### src/rtl/nsfd_pkg.sv
package nsfd_pkg;

  localparam int MAX_FRACTION_DIGITS_DEF = 5;
  localparam int USED_SAT_FIELDS_DEF     = 12;
  localparam int SATELLITE_SLOTS_DEF     = 36;

  // Sentence kinds.
  localparam logic [2:0] KIND_GPGSV = 3'd0;
  localparam logic [2:0] KIND_BDGSV = 3'd1;
  localparam logic [2:0] KIND_GNGGA = 3'd2;
  localparam logic [2:0] KIND_GNGSA = 3'd3;
  localparam logic [2:0] KIND_GNRMC = 3'd4;
  localparam logic [2:0] KIND_GNVTG = 3'd5;
  localparam logic [2:0] KIND_NONE  = 3'd7;

  // Quantity codes.
  localparam logic [4:0] Q_VISIBLE = 5'd0;
  localparam logic [4:0] Q_SATID   = 5'd1;
  localparam logic [4:0] Q_SNR     = 5'd4;
  localparam logic [4:0] Q_STATUS  = 5'd5;
  localparam logic [4:0] Q_USED    = 5'd6;
  localparam logic [4:0] Q_ALT     = 5'd7;
  localparam logic [4:0] Q_FIX     = 5'd8;
  localparam logic [4:0] Q_USEDID  = 5'd9;
  localparam logic [4:0] Q_PDOP    = 5'd10;
  localparam logic [4:0] Q_TIME    = 5'd13;
  localparam logic [4:0] Q_LAT     = 5'd14;
  localparam logic [4:0] Q_NS      = 5'd15;
  localparam logic [4:0] Q_LON     = 5'd16;
  localparam logic [4:0] Q_EW      = 5'd17;
  localparam logic [4:0] Q_DATE    = 5'd18;
  localparam logic [4:0] Q_SPEED   = 5'd19;
  localparam logic [4:0] Q_LAST    = 5'd19;

  // Characters.
  localparam logic [7:0] CH_DOLLAR = 8'h24;
  localparam logic [7:0] CH_STAR   = 8'h2A;
  localparam logic [7:0] CH_COMMA  = 8'h2C;
  localparam logic [7:0] CH_MINUS  = 8'h2D;
  localparam logic [7:0] CH_POINT  = 8'h2E;
  localparam logic [7:0] CH_ZERO   = 8'h30;
  localparam logic [7:0] CH_NINE   = 8'h39;
  localparam logic [7:0] CH_SPACE  = 8'h20;
  localparam logic [7:0] CH_LOW_Z  = 8'h7A;

  localparam logic [31:0] CENT        = 32'd100;
  localparam logic [31:0] MIN_PER_DEG = 32'd60;
  localparam logic [11:0] YEAR_BASE   = 12'd2000;
  localparam logic [6:0]  PART_CAP    = 7'd99;

  localparam int POW_W = 37;

  function automatic logic [POW_W-1:0] pow10(input logic [3:0] n);
    logic [POW_W-1:0] r;
    case (n)
      4'd0:    r = 37'd1;
      4'd1:    r = 37'd10;
      4'd2:    r = 37'd100;
      4'd3:    r = 37'd1000;
      4'd4:    r = 37'd10000;
      4'd5:    r = 37'd100000;
      4'd6:    r = 37'd1000000;
      4'd7:    r = 37'd10000000;
      4'd8:    r = 37'd100000000;
      4'd9:    r = 37'd1000000000;
      4'd10:   r = 37'd10000000000;
      4'd11:   r = 37'd100000000000;
      default: r = 37'd1;
    endcase
    return r;
  endfunction

  function automatic logic [2:0] header_kind(input logic [39:0] h);
    logic [2:0] k;
    priority if (h == 40'("GPGSV")) k = KIND_GPGSV;
    else if (h == 40'("BDGSV"))     k = KIND_BDGSV;
    else if (h == 40'("GNGGA"))     k = KIND_GNGGA;
    else if (h == 40'("GNGSA"))     k = KIND_GNGSA;
    else if (h == 40'("GNRMC"))     k = KIND_GNRMC;
    else if (h == 40'("GNVTG"))     k = KIND_GNVTG;
    else                            k = KIND_NONE;
    return k;
  endfunction

endpackage

### src/rtl/nmea_sentence_field_decoder.sv
// NMEA sentence field decoder: one received character per input transaction, at most one decoded
// field per transaction on the result channel. A character that does not close a wanted field is
// taken without leaving the idle state. A character that closes one starts a small sequencer over
// one shared multiply-by-ten step and one shared 32-step restoring divider: building the value
// takes one multiply step per kept fraction digit, and each division takes all 32 steps. The input is
// not ready while a field is being worked on, or while its result waits for the output register
// to be free.
module nmea_sentence_field_decoder #(
  parameter int MAX_FRACTION_DIGITS = nsfd_pkg::MAX_FRACTION_DIGITS_DEF,
  parameter int USED_SAT_FIELDS     = nsfd_pkg::USED_SAT_FIELDS_DEF,
  parameter int SATELLITE_SLOTS     = nsfd_pkg::SATELLITE_SLOTS_DEF
) (
  input  logic               clk,
  input  logic               rst_n,
  input  logic               in_valid,
  output logic               in_ready,
  input  logic [7:0]         in_byte_in,
  output logic               out_valid,
  input  logic               out_ready,
  output logic [2:0]         out_sentence_kind,
  output logic [4:0]         out_quantity,
  output logic [5:0]         out_slot,
  output logic signed [31:0] out_value,
  output logic [2:0]         out_decimals,
  output logic [6:0]         out_part_high,
  output logic [6:0]         out_part_mid,
  output logic [11:0]        out_part_low,
  output logic [7:0]         out_hemisphere_char
);

  localparam int FL_W   = $clog2(MAX_FRACTION_DIGITS + 1);
  localparam int FRAC_W = $clog2(10 ** MAX_FRACTION_DIGITS);
  localparam logic [FL_W-1:0] MAXF       = FL_W'(MAX_FRACTION_DIGITS);
  localparam logic [4:0]      GSA_ID_END = 5'(3 + USED_SAT_FIELDS);
  localparam logic [5:0]      SLOT_LAST  = 6'(SATELLITE_SLOTS - 1);

  typedef enum logic [4:0] {
    ST_IDLE = 5'b00001,
    ST_MUL  = 5'b00010,
    ST_DIV  = 5'b00100,
    ST_NEXT = 5'b01000,
    ST_OUT  = 5'b10000
  } state_t;

  typedef enum logic [9:0] {
    PH_VAL    = 10'b0000000001,
    PH_SPEED  = 10'b0000000010,
    PH_T_DEC  = 10'b0000000100,
    PH_T_S    = 10'b0000001000,
    PH_T_M    = 10'b0000010000,
    PH_L_DEG  = 10'b0000100000,
    PH_L_SCL  = 10'b0001000000,
    PH_L_DOWN = 10'b0010000000,
    PH_L_60   = 10'b0100000000,
    PH_L_DEGX = 10'b1000000000
  } phase_t;

  state_t state_r, state_nxt;
  phase_t phase_r, phase_nxt;

  // Sentence and field scanning state.
  logic              in_sent_r, in_sent_nxt;
  logic [39:0]       hdr_r, hdr_nxt;
  logic [2:0]        kind_r, kind_nxt;
  logic [4:0]        fcnt_r, fcnt_nxt;
  logic [31:0]       iacc_r, iacc_nxt;
  logic [FRAC_W-1:0] facc_r, facc_nxt;
  logic [FL_W-1:0]   flen_r, flen_nxt;
  logic              minus_r, minus_nxt;
  logic              point_r, point_nxt;
  logic              bad_r, bad_nxt;
  logic [7:0]        first_r, first_nxt;
  logic [5:0]        slot_r, slot_nxt;

  // Working registers of the sequencer.
  logic [4:0]        wf_r, wf_nxt;
  logic              wbad_r, wbad_nxt;
  logic              wminus_r, wminus_nxt;
  logic [FRAC_W-1:0] wfrac_r, wfrac_nxt;
  logic [FL_W-1:0]   dec_r, dec_nxt;
  logic [7:0]        whemi_r, whemi_nxt;
  logic [31:0]       mreg_r, mreg_nxt;
  logic [3:0]        mcnt_r, mcnt_nxt;
  logic [31:0]       dq_r, dq_nxt;
  logic [31:0]       rem_r, rem_nxt;
  logic [nsfd_pkg::POW_W-1:0] dvs_r, dvs_nxt;
  logic [5:0]        dcnt_r, dcnt_nxt;
  logic [31:0]       deg_r, deg_nxt;
  logic [31:0]       val_r, val_nxt;
  logic [4:0]        rq_r, rq_nxt;
  logic [5:0]        rslot_r, rslot_nxt;
  logic [2:0]        rdec_r, rdec_nxt;
  logic [6:0]        rhi_r, rhi_nxt;
  logic [6:0]        rmid_r, rmid_nxt;
  logic [11:0]       rlo_r, rlo_nxt;
  logic [7:0]        rhemi_r, rhemi_nxt;

  logic              out_valid_r, out_valid_nxt;

  // Shared unit launch requests.
  logic                       div_go, mul_go;
  logic [31:0]                div_a, mul_a;
  logic [nsfd_pkg::POW_W-1:0] div_b;
  logic [3:0]                 mul_n;

  // Helpers.
  logic        b_comma, b_term, b_digit;
  logic [31:0] d32;
  logic [32:0] r2;
  logic        ge;
  logic [32:0] diff;
  logic [31:0] v;
  logic [FL_W-1:0] d;
  logic        emit;

  assign in_ready  = (state_r == ST_IDLE);
  assign out_valid = out_valid_r;

  assign b_comma = (in_byte_in == nsfd_pkg::CH_COMMA);
  assign b_term  = (in_byte_in == nsfd_pkg::CH_STAR) || (in_byte_in < nsfd_pkg::CH_SPACE) ||
                   (in_byte_in > nsfd_pkg::CH_LOW_Z);
  assign b_digit = (in_byte_in >= nsfd_pkg::CH_ZERO) && (in_byte_in <= nsfd_pkg::CH_NINE);
  assign d32     = 32'(in_byte_in - nsfd_pkg::CH_ZERO);

  // One restoring division step.
  assign r2   = {rem_r, dq_r[31]};
  assign ge   = ({4'b0, r2} >= dvs_r);
  assign diff = r2 - dvs_r[32:0];

  always_comb begin
    state_nxt     = state_r;
    phase_nxt     = phase_r;
    in_sent_nxt   = in_sent_r;
    hdr_nxt       = hdr_r;
    kind_nxt      = kind_r;
    fcnt_nxt      = fcnt_r;
    iacc_nxt      = iacc_r;
    facc_nxt      = facc_r;
    flen_nxt      = flen_r;
    minus_nxt     = minus_r;
    point_nxt     = point_r;
    bad_nxt       = bad_r;
    first_nxt     = first_r;
    slot_nxt      = slot_r;
    wf_nxt        = wf_r;
    wbad_nxt      = wbad_r;
    wminus_nxt    = wminus_r;
    wfrac_nxt     = wfrac_r;
    dec_nxt       = dec_r;
    whemi_nxt     = whemi_r;
    mreg_nxt      = mreg_r;
    mcnt_nxt      = mcnt_r;
    dq_nxt        = dq_r;
    rem_nxt       = rem_r;
    dvs_nxt       = dvs_r;
    dcnt_nxt      = dcnt_r;
    deg_nxt       = deg_r;
    val_nxt       = val_r;
    rq_nxt        = rq_r;
    rslot_nxt     = rslot_r;
    rdec_nxt      = rdec_r;
    rhi_nxt       = rhi_r;
    rmid_nxt      = rmid_r;
    rlo_nxt       = rlo_r;
    rhemi_nxt     = rhemi_r;
    out_valid_nxt = out_valid_r && !out_ready;
    div_go        = 1'b0;
    div_a         = '0;
    div_b         = '0;
    mul_go        = 1'b0;
    mul_a         = '0;
    mul_n         = '0;
    v             = '0;
    d             = '0;
    emit          = 1'b0;

    unique case (state_r)
      ST_IDLE: begin
        if (in_valid) begin
          if (in_byte_in == nsfd_pkg::CH_DOLLAR) begin
            in_sent_nxt = 1'b1;
            hdr_nxt     = '0;
            kind_nxt    = nsfd_pkg::KIND_NONE;
            fcnt_nxt    = '0;
            iacc_nxt    = '0;
            facc_nxt    = '0;
            flen_nxt    = '0;
            minus_nxt   = 1'b0;
            point_nxt   = 1'b0;
            bad_nxt     = 1'b0;
            first_nxt   = '0;
          end else if (in_sent_r) begin
            if (b_comma || b_term) begin
              if (fcnt_r == 5'd0) begin
                if (b_comma) begin
                  kind_nxt = nsfd_pkg::header_kind(hdr_r);
                end
              end else if (kind_r != nsfd_pkg::KIND_NONE) begin
                wf_nxt     = fcnt_r;
                wbad_nxt   = bad_r || !(b_comma || (in_byte_in == nsfd_pkg::CH_STAR));
                wminus_nxt = minus_r;
                wfrac_nxt  = facc_r;
                dec_nxt    = flen_r;
                whemi_nxt  = (first_r != 8'd0) ? first_r : in_byte_in;
                phase_nxt  = PH_VAL;
                mul_go     = 1'b1;
                mul_a      = iacc_r;
                mul_n      = 4'(flen_r);
              end
              if (b_term) begin
                in_sent_nxt = 1'b0;
              end else begin
                if (fcnt_r != 5'd31) begin
                  fcnt_nxt = fcnt_r + 5'd1;
                end
                iacc_nxt  = '0;
                facc_nxt  = '0;
                flen_nxt  = '0;
                minus_nxt = 1'b0;
                point_nxt = 1'b0;
                bad_nxt   = 1'b0;
                first_nxt = '0;
              end
            end else if (fcnt_r == 5'd0) begin
              hdr_nxt = {hdr_r[31:0], in_byte_in};
            end else begin
              if (first_r == 8'd0) begin
                first_nxt = in_byte_in;
              end
              priority if (in_byte_in == nsfd_pkg::CH_MINUS) begin
                minus_nxt = 1'b1;
              end else if (in_byte_in == nsfd_pkg::CH_POINT) begin
                if (point_r) begin
                  bad_nxt = 1'b1;
                end
                point_nxt = 1'b1;
              end else if (b_digit) begin
                if (!point_r) begin
                  iacc_nxt = (iacc_r << 3) + (iacc_r << 1) + d32;
                end else if (flen_r < MAXF) begin
                  facc_nxt = (facc_r << 3) + (facc_r << 1) + FRAC_W'(d32);
                  flen_nxt = flen_r + FL_W'(1);
                end
              end else begin
                bad_nxt = 1'b1;
              end
            end
          end
        end
      end

      ST_MUL: begin
        if (mcnt_r == 4'd0) begin
          state_nxt = ST_NEXT;
        end else begin
          mreg_nxt = (mreg_r << 3) + (mreg_r << 1);
          mcnt_nxt = mcnt_r - 4'd1;
        end
      end

      ST_DIV: begin
        if (dcnt_r == 6'd0) begin
          state_nxt = ST_NEXT;
        end else begin
          rem_nxt  = ge ? diff[31:0] : r2[31:0];
          dq_nxt   = {dq_r[30:0], ge};
          dcnt_nxt = dcnt_r - 6'd1;
        end
      end

      ST_NEXT: begin
        state_nxt = ST_IDLE;
        unique case (phase_r)
          PH_VAL: begin
            v = mreg_r + 32'(wfrac_r);
            if (wminus_r) begin
              v = 32'd0 - v;
            end
            d = dec_r;
            if (wbad_r) begin
              v = '0;
              d = '0;
            end
            val_nxt   = v;
            dec_nxt   = d;
            rdec_nxt  = 3'(d);
            rslot_nxt = '0;
            rhi_nxt   = '0;
            rmid_nxt  = '0;
            rlo_nxt   = '0;
            rhemi_nxt = '0;
            unique case (kind_r)
              nsfd_pkg::KIND_GPGSV, nsfd_pkg::KIND_BDGSV: begin
                priority if (wf_r == 5'd2) begin
                  // Message number one starts a new satellite list.
                  if (v == 32'd1) begin
                    slot_nxt = '0;
                  end
                end else if (wf_r == 5'd3) begin
                  rq_nxt = nsfd_pkg::Q_VISIBLE;
                  emit   = 1'b1;
                end else if (wf_r >= 5'd4 && wf_r <= 5'd19) begin
                  rq_nxt    = nsfd_pkg::Q_SATID + 5'(wf_r[1:0]);
                  rslot_nxt = slot_r;
                  emit      = 1'b1;
                  if (wf_r[1:0] == 2'd3 && slot_r < SLOT_LAST) begin
                    slot_nxt = slot_r + 6'd1;
                  end
                end else begin
                  emit = 1'b0;
                end
              end
              nsfd_pkg::KIND_GNGGA: begin
                priority if (wf_r == 5'd6) begin
                  rq_nxt = nsfd_pkg::Q_STATUS;
                  emit   = 1'b1;
                end else if (wf_r == 5'd7) begin
                  rq_nxt = nsfd_pkg::Q_USED;
                  emit   = 1'b1;
                end else if (wf_r == 5'd9) begin
                  rq_nxt = nsfd_pkg::Q_ALT;
                  emit   = 1'b1;
                end else begin
                  emit = 1'b0;
                end
              end
              nsfd_pkg::KIND_GNGSA: begin
                priority if (wf_r == 5'd2) begin
                  rq_nxt = nsfd_pkg::Q_FIX;
                  emit   = 1'b1;
                end else if (wf_r >= 5'd15 && wf_r <= 5'd17) begin
                  rq_nxt = nsfd_pkg::Q_PDOP + (wf_r - 5'd15);
                  emit   = 1'b1;
                end else if (wf_r >= 5'd3 && wf_r < GSA_ID_END) begin
                  rq_nxt    = nsfd_pkg::Q_USEDID;
                  rslot_nxt = 6'(wf_r - 5'd3);
                  emit      = 1'b1;
                end else begin
                  emit = 1'b0;
                end
              end
              nsfd_pkg::KIND_GNRMC: begin
                priority if (wf_r == 5'd1) begin
                  rq_nxt    = nsfd_pkg::Q_TIME;
                  phase_nxt = PH_T_DEC;
                  div_go    = 1'b1;
                  div_a     = v;
                  div_b     = nsfd_pkg::pow10(4'(d));
                end else if (wf_r == 5'd9) begin
                  rq_nxt    = nsfd_pkg::Q_DATE;
                  phase_nxt = PH_T_S;
                  div_go    = 1'b1;
                  div_a     = v;
                  div_b     = 37'(nsfd_pkg::CENT);
                end else if (wf_r == 5'd3 || wf_r == 5'd5) begin
                  rq_nxt    = (wf_r == 5'd3) ? nsfd_pkg::Q_LAT : nsfd_pkg::Q_LON;
                  phase_nxt = PH_L_DEG;
                  div_go    = 1'b1;
                  div_a     = v;
                  div_b     = nsfd_pkg::pow10(4'(d) + 4'd2);
                end else if (wf_r == 5'd4 || wf_r == 5'd6) begin
                  rq_nxt    = (wf_r == 5'd4) ? nsfd_pkg::Q_NS : nsfd_pkg::Q_EW;
                  val_nxt   = '0;
                  rdec_nxt  = '0;
                  rhemi_nxt = whemi_r;
                  emit      = 1'b1;
                end else begin
                  emit = 1'b0;
                end
              end
              nsfd_pkg::KIND_GNVTG: begin
                if (wf_r == 5'd7) begin
                  rq_nxt = nsfd_pkg::Q_SPEED;
                  if (4'(d) < 4'd3) begin
                    phase_nxt = PH_SPEED;
                    mul_go    = 1'b1;
                    mul_a     = v;
                    mul_n     = 4'd3 - 4'(d);
                  end else begin
                    emit = 1'b1;
                  end
                end
              end
              default: begin
                emit = 1'b0;
              end
            endcase
          end
          PH_SPEED: begin
            val_nxt  = mreg_r;
            rdec_nxt = 3'd3;
            emit     = 1'b1;
          end
          PH_T_DEC: begin
            phase_nxt = PH_T_S;
            div_go    = 1'b1;
            div_a     = dq_r;
            div_b     = 37'(nsfd_pkg::CENT);
          end
          PH_T_S: begin
            rlo_nxt   = (rq_r == nsfd_pkg::Q_DATE) ? nsfd_pkg::YEAR_BASE + 12'(rem_r)
                                                   : 12'(rem_r);
            phase_nxt = PH_T_M;
            div_go    = 1'b1;
            div_a     = dq_r;
            div_b     = 37'(nsfd_pkg::CENT);
          end
          PH_T_M: begin
            rmid_nxt = 7'(rem_r);
            rhi_nxt  = (dq_r > 32'(nsfd_pkg::PART_CAP)) ? nsfd_pkg::PART_CAP : 7'(dq_r);
            emit     = 1'b1;
          end
          PH_L_DEG: begin
            deg_nxt = dq_r;
            if (4'(dec_r) <= 4'd5) begin
              phase_nxt = PH_L_SCL;
              mul_go    = 1'b1;
              mul_a     = rem_r;
              mul_n     = 4'd5 - 4'(dec_r);
            end else begin
              phase_nxt = PH_L_DOWN;
              div_go    = 1'b1;
              div_a     = rem_r;
              div_b     = nsfd_pkg::pow10(4'(dec_r) - 4'd5);
            end
          end
          PH_L_SCL: begin
            phase_nxt = PH_L_60;
            div_go    = 1'b1;
            div_a     = mreg_r;
            div_b     = 37'(nsfd_pkg::MIN_PER_DEG);
          end
          PH_L_DOWN: begin
            phase_nxt = PH_L_60;
            div_go    = 1'b1;
            div_a     = dq_r;
            div_b     = 37'(nsfd_pkg::MIN_PER_DEG);
          end
          PH_L_60: begin
            // Minutes as a fraction of a degree; the degrees are scaled next.
            val_nxt   = dq_r;
            phase_nxt = PH_L_DEGX;
            mul_go    = 1'b1;
            mul_a     = deg_r;
            mul_n     = 4'd5;
          end
          PH_L_DEGX: begin
            val_nxt  = mreg_r + val_r;
            rdec_nxt = 3'd5;
            emit     = 1'b1;
          end
          default: begin
            emit = 1'b0;
          end
        endcase
        if (emit) begin
          state_nxt = ST_OUT;
        end
      end

      ST_OUT: begin
        if (!out_valid_r || out_ready) begin
          out_valid_nxt = 1'b1;
          state_nxt     = ST_IDLE;
        end
      end

      default: begin
        state_nxt = ST_IDLE;
      end
    endcase

    if (div_go) begin
      dq_nxt    = div_a;
      rem_nxt   = '0;
      dvs_nxt   = div_b;
      dcnt_nxt  = 6'd32;
      state_nxt = ST_DIV;
    end
    if (mul_go) begin
      mreg_nxt  = mul_a;
      mcnt_nxt  = mul_n;
      state_nxt = ST_MUL;
    end
  end

  always_ff @(posedge clk) begin
    if (!rst_n) begin
      state_r     <= ST_IDLE;
      phase_r     <= PH_VAL;
      in_sent_r   <= 1'b0;
      hdr_r       <= '0;
      kind_r      <= nsfd_pkg::KIND_NONE;
      fcnt_r      <= '0;
      iacc_r      <= '0;
      facc_r      <= '0;
      flen_r      <= '0;
      minus_r     <= 1'b0;
      point_r     <= 1'b0;
      bad_r       <= 1'b0;
      first_r     <= '0;
      slot_r      <= '0;
      out_valid_r <= 1'b0;
    end else begin
      state_r     <= state_nxt;
      phase_r     <= phase_nxt;
      in_sent_r   <= in_sent_nxt;
      hdr_r       <= hdr_nxt;
      kind_r      <= kind_nxt;
      fcnt_r      <= fcnt_nxt;
      iacc_r      <= iacc_nxt;
      facc_r      <= facc_nxt;
      flen_r      <= flen_nxt;
      minus_r     <= minus_nxt;
      point_r     <= point_nxt;
      bad_r       <= bad_nxt;
      first_r     <= first_nxt;
      slot_r      <= slot_nxt;
      out_valid_r <= out_valid_nxt;
    end
  end

  always_ff @(posedge clk) begin
    wf_r     <= wf_nxt;
    wbad_r   <= wbad_nxt;
    wminus_r <= wminus_nxt;
    wfrac_r  <= wfrac_nxt;
    dec_r    <= dec_nxt;
    whemi_r  <= whemi_nxt;
    mreg_r   <= mreg_nxt;
    mcnt_r   <= mcnt_nxt;
    dq_r     <= dq_nxt;
    rem_r    <= rem_nxt;
    dvs_r    <= dvs_nxt;
    dcnt_r   <= dcnt_nxt;
    deg_r    <= deg_nxt;
    val_r    <= val_nxt;
    rq_r     <= rq_nxt;
    rslot_r  <= rslot_nxt;
    rdec_r   <= rdec_nxt;
    rhi_r    <= rhi_nxt;
    rmid_r   <= rmid_nxt;
    rlo_r    <= rlo_nxt;
    rhemi_r  <= rhemi_nxt;
    if (state_r == ST_OUT && (!out_valid_r || out_ready)) begin
      out_sentence_kind   <= kind_r;
      out_quantity        <= rq_r;
      out_slot            <= rslot_r;
      out_value           <= signed'(val_r);
      out_decimals        <= rdec_r;
      out_part_high       <= rhi_r;
      out_part_mid        <= rmid_r;
      out_part_low        <= rlo_r;
      out_hemisphere_char <= rhemi_r;
    end
  end

endmodule

### config.mk
export PLATFORM = sky130hd
export DESIGN_NAME = nmea_sentence_field_decoder
export DESIGN_NICKNAME = d
export VERILOG_FILES = /design/src/rtl/nsfd_pkg.sv /design/src/rtl/nmea_sentence_field_decoder.sv
export SDC_FILE = /design/constraint.sdc
export NUM_CORES = 1
export LEC_CHECK = 0
export ABC_CLOCK_PERIOD_IN_PS = 8020
export BUFFER_PORTS_ARGS = -buffer_cell sky130_fd_sc_hd__buf_2
export CORE_UTILIZATION = 38
export DETAILED_ROUTE_END_ITERATION = 12
export HOLD_SLACK_MARGIN = 0.12
export SETUP_SLACK_MARGIN = 0.1
export SYNTH_ARGS = -nofsm -noshare
export SYNTH_HDL_FRONTEND = slang
export SYNTH_SLANG_ARGS = --single-unit
### constraint.sdc
create_clock -name clk -period 8.02 [get_ports clk]
set_clock_uncertainty 0.2 [all_clocks]
set_input_delay 1.203 -clock clk [delete_from_list [all_inputs] [get_ports clk]]
set_output_delay 1.203 -clock clk [all_outputs]
set_load 0.01 [all_outputs]
==> results of run 1 <==
## final cells by class
class,instances,area (um^2),share of cell area
repair buffers,145,851,0.0240
well taps,1070,1340,0.0378
multi-input cells,2574,17600,0.497
inverters,128,480,0.0136
clock buffers,67,1470,0.0416
flip-flops and latches,499,13300,0.374
clock inverters,40,409,0.0115
## metrics by stage
stage	instances	hold slack [ns]	util	worst slack [ns]	power (mW)
after floorplan	3368	0.200	-	1.34	2.83
after global placement	4416	0.202	0.407	1.82	2.85
after detailed placement	4416	0.205	0.407	1.79	2.85
after CTS	4523	0.205	0.430	2.15	5.52
after global routing	4523	0.224	0.430	1.66	5.62
final	4523	0.216	0.430	2.07	5.44
## cell families (layout without fill, tap and decap cells)
family / Yosys count / count (layout) / share of synthesized area
DFF: 499 / 499 / 0.416
muxes: 23 / 23 / 0.00742
xor gates and xnor gates: 187 / 187 / 0.0514
and+or+nand+nor: 1162 / 1162 / 0.180
buffers and inverters: 295 / 380 / 0.0348
adders and majority gates: 239 / 239 / 0.105
AOI/OAI and AO/OA: 963 / 963 / 0.205
## metal layers
metal	global-route usage	vias up	share of wire
met5	0	-	0.000099
met4	0.0909	2	0.042
met3	0.0430	176	0.076
met2	0.359	994	0.44
met1	0.324	13000	0.45
li1	-	12700	-
## sequential cells by signal (all words and copies together), names as in the netlist, 29 cells and up
signal and cells:
hdr_r 40, deg_r 32, dq_r 32, iacc_r 32
mreg_r 32, out_value 32, rem_r 32, val_r 32
dvs_r 29
## worst max path at each step
stage,start,end,slack [ns]
floorplan,in_byte_in[4],iacc_r[30]$_SDFFE_PN0P_,1.34
global placement,in_byte_in[4],iacc_r[30]$_SDFFE_PN0P_,1.82
detailed placement,in_byte_in[4],iacc_r[30]$_SDFFE_PN0P_,1.79
CTS,mreg_r[0]$_SDFFCE_PN0P_,slot_r[2]$_SDFFE_PN0P_,2.15
global route,mreg_r[0]$_SDFFCE_PN0P_,slot_r[2]$_SDFFE_PN0P_,1.66
finish,mreg_r[0]$_SDFFCE_PN0P_,slot_r[2]$_SDFFE_PN0P_,2.07
## worst reg2reg max path: cells and delay by family, from the launching register on
kind	cells	cell delay [ns]
adders and majority gates	2	0.69
AOI/OAI and AO/OA	7	2.20
xor gates and xnor gates	1	0.22
DFF	1	0.50
muxes	1	0.37
and+or+nand+nor	5	1.68
## cell usage in the layout, fill, tap and decap left out, types with 17 or more instances in the layout
master	n
buf_2	95
edfxtp_1	327
ha_1	192
dfxtp_1	172
xor2_1	81
or3_1	26
nor4_1	25
clkbuf_16	57
nor2_1	275
nand3_1	112
nand2_1	301
a21oi_1	206
o21a_1	25
nand4_1	19
and3_1	31
xnor2_1	106
a211oi_1	42
nor3_1	100
o21bai_1	27
o211ai_1	22
o31ai_1	18
nand2b_1	42
a22oi_1	79
a222oi_1	72
o21ai_0	194
and2_1	47
a21boi_0	51
mux2i_1	18
a31oi_1	24
inv_1	126
buf_4	50
fa_1	47
nor2b_1	75
a21o_1	63
nand3b_1	17
## where the power goes
part           leakage [nW]  switching [mW]  internal [mW]  total, mW
clock network         0.904            1.13           1.52       2.65
registers              4.35       0.0000623           2.71       2.71
logic                  7.70          0.0553         0.0370     0.0923
total                  13.0            1.18           4.26       5.44
==> key figures, run 1 <==
Clocking
  – Post-CTS Setup Repair Bufs: 0
  – CTS Buf Count: 57
  – Clock net sink count: 499
  – Hold_buf cts: 0
  – PostCTS Resize Cnt: 0
  – H-tree depth: 2
  – Clk_lat worst skew: 0.64 ns
  – CTS max path bufs: 3
  – CTS tree: done
  – Worst-path clk slew: roughly 0.060 ns
  – CTS Root Cell: clkbuf_16

Power
  – PwrDens: 154 mW/mm^2
  – Worst VDD drop: between 0.00015 and 0.0002 V
  – Lkg Pwr: 13.0 nW

Global route
  – Total track usage: 0.233
  – Total grt overflow: 0
  – Global-route wire length before repair: 155000 um
  – Number of global-route vias before repair: 25.4k
  – Pin count of the biggest net entering global routing: 76
  – Initial antenna violation count: 2

Setup path
  – Max FO, Critical Path: 8
  – Family with the most delay on the worst path: compound AO/OA/AOI/OAI gates
  – Levels on crit path: 16
  – Required @ worst endpoint: about 8.3 ns
  – CP Capture Type: flop
  – CP bufs+invs: 0
  – Reg2reg setup slack: ~2.1 ns
  – Cells along the critical path: ha_1, fa_1, a21o_1, a221oi_1, o21ai_1, o41ai_1, xnor2_1, nor3_2, nand3_1, o41ai_1, mux2i_1, nor2b_1, nand4_2, or2_1, o21ai_1, a21oi_1
  – R2R Path End: slot_r[2]$_SDFFE_PN0P_
  – Origin of the critical flop-to-flop path: mreg_r[0]$_SDFFCE_PN0P_
  – CP Data Arrival Time: 6.26 ns
  – Critical Path Slowest Stage Cell: o41ai_1
  – Nature of the critical path startpoint: flop
  – Crit path largest cell delay: about 0.5 ns
  – Worst R2R Path Depth: 16
  – Critical path class: reg2reg

Route
  – DRC: 0
  – Routed len/inst: about 22 um
  – Number of vias in the routed layout: approximately 27k
  – Initial DRT Pass Iterations: 9
  – Antenna viol nets, final: 0
  – DR vias/cell: between 5 and 6
  – DRT iter0 DRCs: between 2k and 3k
  – Routed WL: ~100000 um

Yosys
  – Register area share after synthesis: 0.416
  – Seq cells post-synth: 499
  – Main synth FF type: edfxtp_1
  – Top cell type's share of synthesized area: 0.308
  – Number of flops mapped to enable cells by yosys: 327
  – Ys async rst share: 0
  – Most frequent cell after synthesis: edfxtp_1
  – Post-Syn Area: around 0.032 mm^2
  – Synth area leaders: edfxtp_1, dfxtp_1, ha_1, nand2_1, nor2_1
  – Syn_nets: approximately 3.6k
  – Cell taking the most area after synthesis: edfxtp_1
  – Most frequent cells after synthesis: edfxtp_1, nand2_1, nor2_1, a21oi_1, o21ai_0
  – Gate Count Post-Synth: ~3.4k
  – Post-synthesis cell type count: 89
  – Yosys warns: 0
  – Syn Area/Cell: 9.46 um^2

Finish
  – Area Growth Syn to Fin: 11.2%
  – Post-route cell area: between 0.03 and 0.04 mm^2
  – FILL cells: around 8k
  – ANT cells: 0
  – Ratio of cells with drive above 1 in the final layout: 0.0851
  – Nets: 3656

Floorplanning
  – Die area: 0.0850 mm^2
  – I/O pins: 97
  – Die width: 292 um
  – Initial Utilization: 0.386
  – Core Region: 0.0825 mm^2
  – Row Count: ~110
  – Die H: roughly 290 um

Placed design
  – I/O Buffers: 96
  – Routability-driven placement congestion ratio: between 0.9 and 1
  – Post-DP Area: between 0.03 and 0.04 mm^2
  – DP Wirelength: just over 70000 um

Min path
  – Hold WC Path Type: reg2reg
  – Hold path start: rhemi_r[5]$_SDFFCE_PP0P_
  – Depth of the worst hold-timing path: 0
  – Hold endpoint: out_hemisphere_char[5]$_DFFE_PP_

Run status
  – Status: finished clean

STA
  – TNS Setup: 0 ns
  – Rel. slew slack: 0.229
  – Final period utilization: 0.742
  – RSZ-0062 raised after global routing: no
  – Max-slew violations: 0
  – Hold Violations, Final: 0
  – Tmin final: about 6 ns
  – FMAX: ~170 MHz
  – Finish-stage setup viols: 0
  – Slew @ Worst Pin: roughly 1.1 ns

Flow run
  – Max-cap viol count: 0
Note: power is estimated with default switching activity, not from simulation.
==> run 2, diff against run 1 <==
ABC_AREA = 1   (was default)
ABC_CLOCK_PERIOD_IN_PS = 4980   (was 8020)
clock period = 4.98 ns   (was 8.02 ns; I/O delays follow)
==> run 2 against run 1 <==
Effect of this change: via count increased by 18%; synthesized cell count increased by 28%; critical endpoint is now mreg_r[24]$_DFFE_PP_; design area increased by 6.6%; final cell count increased by 25%; sequential power increased by 61%; register-to-register slack got worse by 1.7 ns; sequential share of layout area decreased by 2.3 points; clock power increased by 69%; critical path type unchanged; die area increased by 5.3%; combinational power increased by 120%; total power increased by 66%; area after synthesis increased by 5.3%.
==> key figures, run 2 <==
Clocking
  – Hold_buf cts: 0 (unchanged)
  – Post-CTS Setup Repair Bufs: 0 (unchanged)
  – CTS Root Cell: clkbuf_16
  – PostCTS Resize Cnt: 0 (unchanged)
  – Worst-path clk slew: 0.06 ns (about the same)
  – Clk_lat worst skew: 0.66 ns (+0.02 ns)
  – CTS tree: done
  – Clock net sink count: 499 (unchanged)
  – H-tree depth: 2 (unchanged)
  – CTS max path bufs: 3 (unchanged)
  – CTS Buf Count: 59 (+3.5%)

Setup path
  – CP Data Arrival Time: 4.91 ns (-1.35 ns)
  – Nature of the critical path startpoint: flop
  – Critical path class: reg2reg
  – CP Capture Type: flop
  – Reg2reg setup slack: 0.36 ns (-1.71 ns)
  – Max FO, Critical Path: 6 (-2)
  – Worst R2R Path Depth: 17 (+1)
  – Required @ worst endpoint: 5.27 ns (-3.06 ns)

Yosys
  – Most frequent cells after synthesis: nand2_1, inv_1, a21oi_1, nor2_1, edfxtp_1
  – Cell taking the most area after synthesis: edfxtp_1
  – Yosys warns: 0 (unchanged)
  – Number of flops mapped to enable cells by yosys: 327 (unchanged)
  – Register area share after synthesis: 0.395 (-0.0210)
  – Most frequent cell after synthesis: nand2_1
  – Gate Count Post-Synth: 4303 (+28%)
  – Main synth FF type: edfxtp_1
  – Top cell type's share of synthesized area: 0.293 (-0.0156)
  – Ys async rst share: 0 (unchanged)
  – Syn Area/Cell: 7.80 um^2 (-18%)
  – Syn_nets: 4554 (+26%)
  – Synth area leaders: edfxtp_1, dfxtp_1, nand2_1, ha_1, inv_1
  – Seq cells post-synth: 499 (unchanged)
  – Post-Syn Area: 0.0336 mm^2 (+5.3%)
  – Post-synthesis cell type count: 67 (-25%)

Finish
  – Most flop-heavy register: hdr_r
  – Nets: 4697 (+28%)
  – Max reg flops: 40 (unchanged)
  – Area Growth Syn to Fin: 12.5%
  – Final core utilization: 0.433 (+0.00373)
  – FILL cells: 8887 (+11%)
  – Commonest non-fill, non-tap cell in the layout: nand2_1
  – Ratio of cells with drive above 1 in the final layout: 0.0852 (about the same)
  – Most frequent cells in the layout: nand2_1, inv_1, a21oi_1

Route
  – Antenna viol nets, final: 0 (unchanged)
  – Routed WL: 121000 um (+19%)
  – DRC: 0 (unchanged)
  – Wl on met1: 52300 um (+16%)
  – DR vias/cell: 5.60 (-5.7%)
  – Routed len/inst: 21.3 um (-4.9%)
  – Number of vias in the routed layout: 31.6k (+18%)
  – Initial DRT Pass Iterations: 8 (-1)
  – DRT iter0 DRCs: 3241 (+12%)
  – Routed length on met3: 10700 um (+38%)
  – Routed wl met2: 52800 um (+20%)
  – Highest Signal Layer: met5

STA
  – FMAX: 216 MHz (+29%)
  – Rel. slew slack: 0.223 (-0.00549)
  – Slew @ Worst Pin: 1.16 ns (+0.0192 ns)
  – RSZ-0062 raised after global routing: no
  – Hold Violations, Final: 0 (unchanged)
  – Tmin final: 4.62 ns (-1.33 ns)
  – TNS Setup: 0 ns (unchanged)
  – Max-slew violations: 0 (unchanged)
  – Finish-stage setup viols: 0 (unchanged)
  – Worst Hold Margin: 0.209 ns (-0.00697 ns)
  – Final period utilization: 0.928 (+0.185)

Placed design
  – DP Wirelength: 94600 um (+31%)
  – I/O Buffers: 96 (unchanged)
  – Routability-driven placement congestion ratio: 0.994 (+3.8%)

Floorplanning
  – I/O pins: 97 (unchanged)
  – Die H: 299 um (+2.6%)
  – Row Count: 108 (+2.9%)
  – Core Region: 0.0872 mm^2 (+5.6%)
  – Die area: 0.0895 mm^2 (+5.3%)
  – Die width: 299 um (+2.6%)
  – Initial Utilization: 0.385 (-0.00119)

Power
  – Lkg Pwr: 16.5 nW (+27%)
  – Worst VDD drop: 0.000272 V (+55%)
  – PwrDens: 240 mW/mm^2 (+56%)

Global route
  – Number of global-route vias before repair: 29.8k (+17%)
  – Global-route wire length before repair: 182000 um (+18%)
  – Pin count of the biggest net entering global routing: 59 (-22%)
  – Initial antenna violation count: 4 (+2)
  – Total grt overflow: 0 (unchanged)
  – Total track usage: 0.264 (+0.0307)

Min path
  – Depth of the worst hold-timing path: 0 (unchanged)
  – Hold WC Path Type: reg2reg

Flow run
  – Max-cap viol count: 0 (unchanged)

Run status
  – Status: finished clean
==> run 2: logic make-up after synthesis <==
family | share of synthesized area
xor+xnor | 0.0227
buf+inv | 0.0790
compound gates | 0.177
flops | 0.395
simple gates | 0.226
fa+ha+maj | 0.0996
==> run 2: final cells by class <==
cell class | count | area (um^2) | area share
Timing Repair Buffer | 180 | 1120 | 0.0298
Antenna cell | 1 | 2.50 | 0.0000663
Tap cell | 1155 | 1450 | 0.0383
Inverter | 599 | 2250 | 0.0595
Clock buffer | 80 | 1630 | 0.0430
Sequential cell | 499 | 13300 | 0.351
Clock inverter | 32 | 353 | 0.00934
Multi-Input combinational cell | 3107 | 17700 | 0.469
==> run 2: metrics by stage <==
step	worst slack [ns]	total power, mW	area (um^2)	std cells
2_1_floorplan	0.0132	4.60	33600	4303
3_3_place_gp	0.234	4.66	35800	5540
3_5_place_dp	0.209	4.66	35800	5540
4_1_cts	0.442	9.13	37800	5652
5_1_grt	0.128	9.29	37800	5652
6_report	0.360	9.05	37800	5653
==> run 2: critical path, stage by stage (launching register included) <==
cell      delay, ns
edfxtp_1       0.63
ha_1           0.54
nand2_1        0.13
nor2_1         0.32
nand3_1        0.25
nand4_1        0.16
nand2_1        0.10
nor2_1         0.20
nand2_1        0.09
nor2_2         0.16
nand2_1        0.14
nand2_2        0.16
a21oi_1        0.09
nor2_1         0.39
inv_1          0.12
o221ai_1       0.46
nand2_1        0.18
o211ai_1       0.13
==> run 2: layer usage <==
layer / GRT usage / up-vias
met5: 0 / -
met4: 0.0952 / 8
met3: 0.0489 / 246
met2: 0.412 / 1348
met1: 0.364 / 14900
li1: - / 15100
==> run 2: final timing paths <==
kind | startpoint | to
worst max-delay path | mreg_r[8]$_DFFE_PP_ | mreg_r[24]$_DFFE_PP_
worst min register to register | rhemi_r[1]$_SDFFCE_PP0P_ | out_hemisphere_char[1]$_DFFE_PP_
worst min-delay path | rhemi_r[1]$_SDFFCE_PP0P_ | out_hemisphere_char[1]$_DFFE_PP_
worst max register to register | mreg_r[8]$_DFFE_PP_ | mreg_r[24]$_DFFE_PP_
==> run 2: power breakdown <==
part           total, mW  internal [mW]  switching, mW
Clock               4.48           2.57           1.91
Sequential          4.37           4.36        0.00398
Combinational      0.206         0.0607          0.145
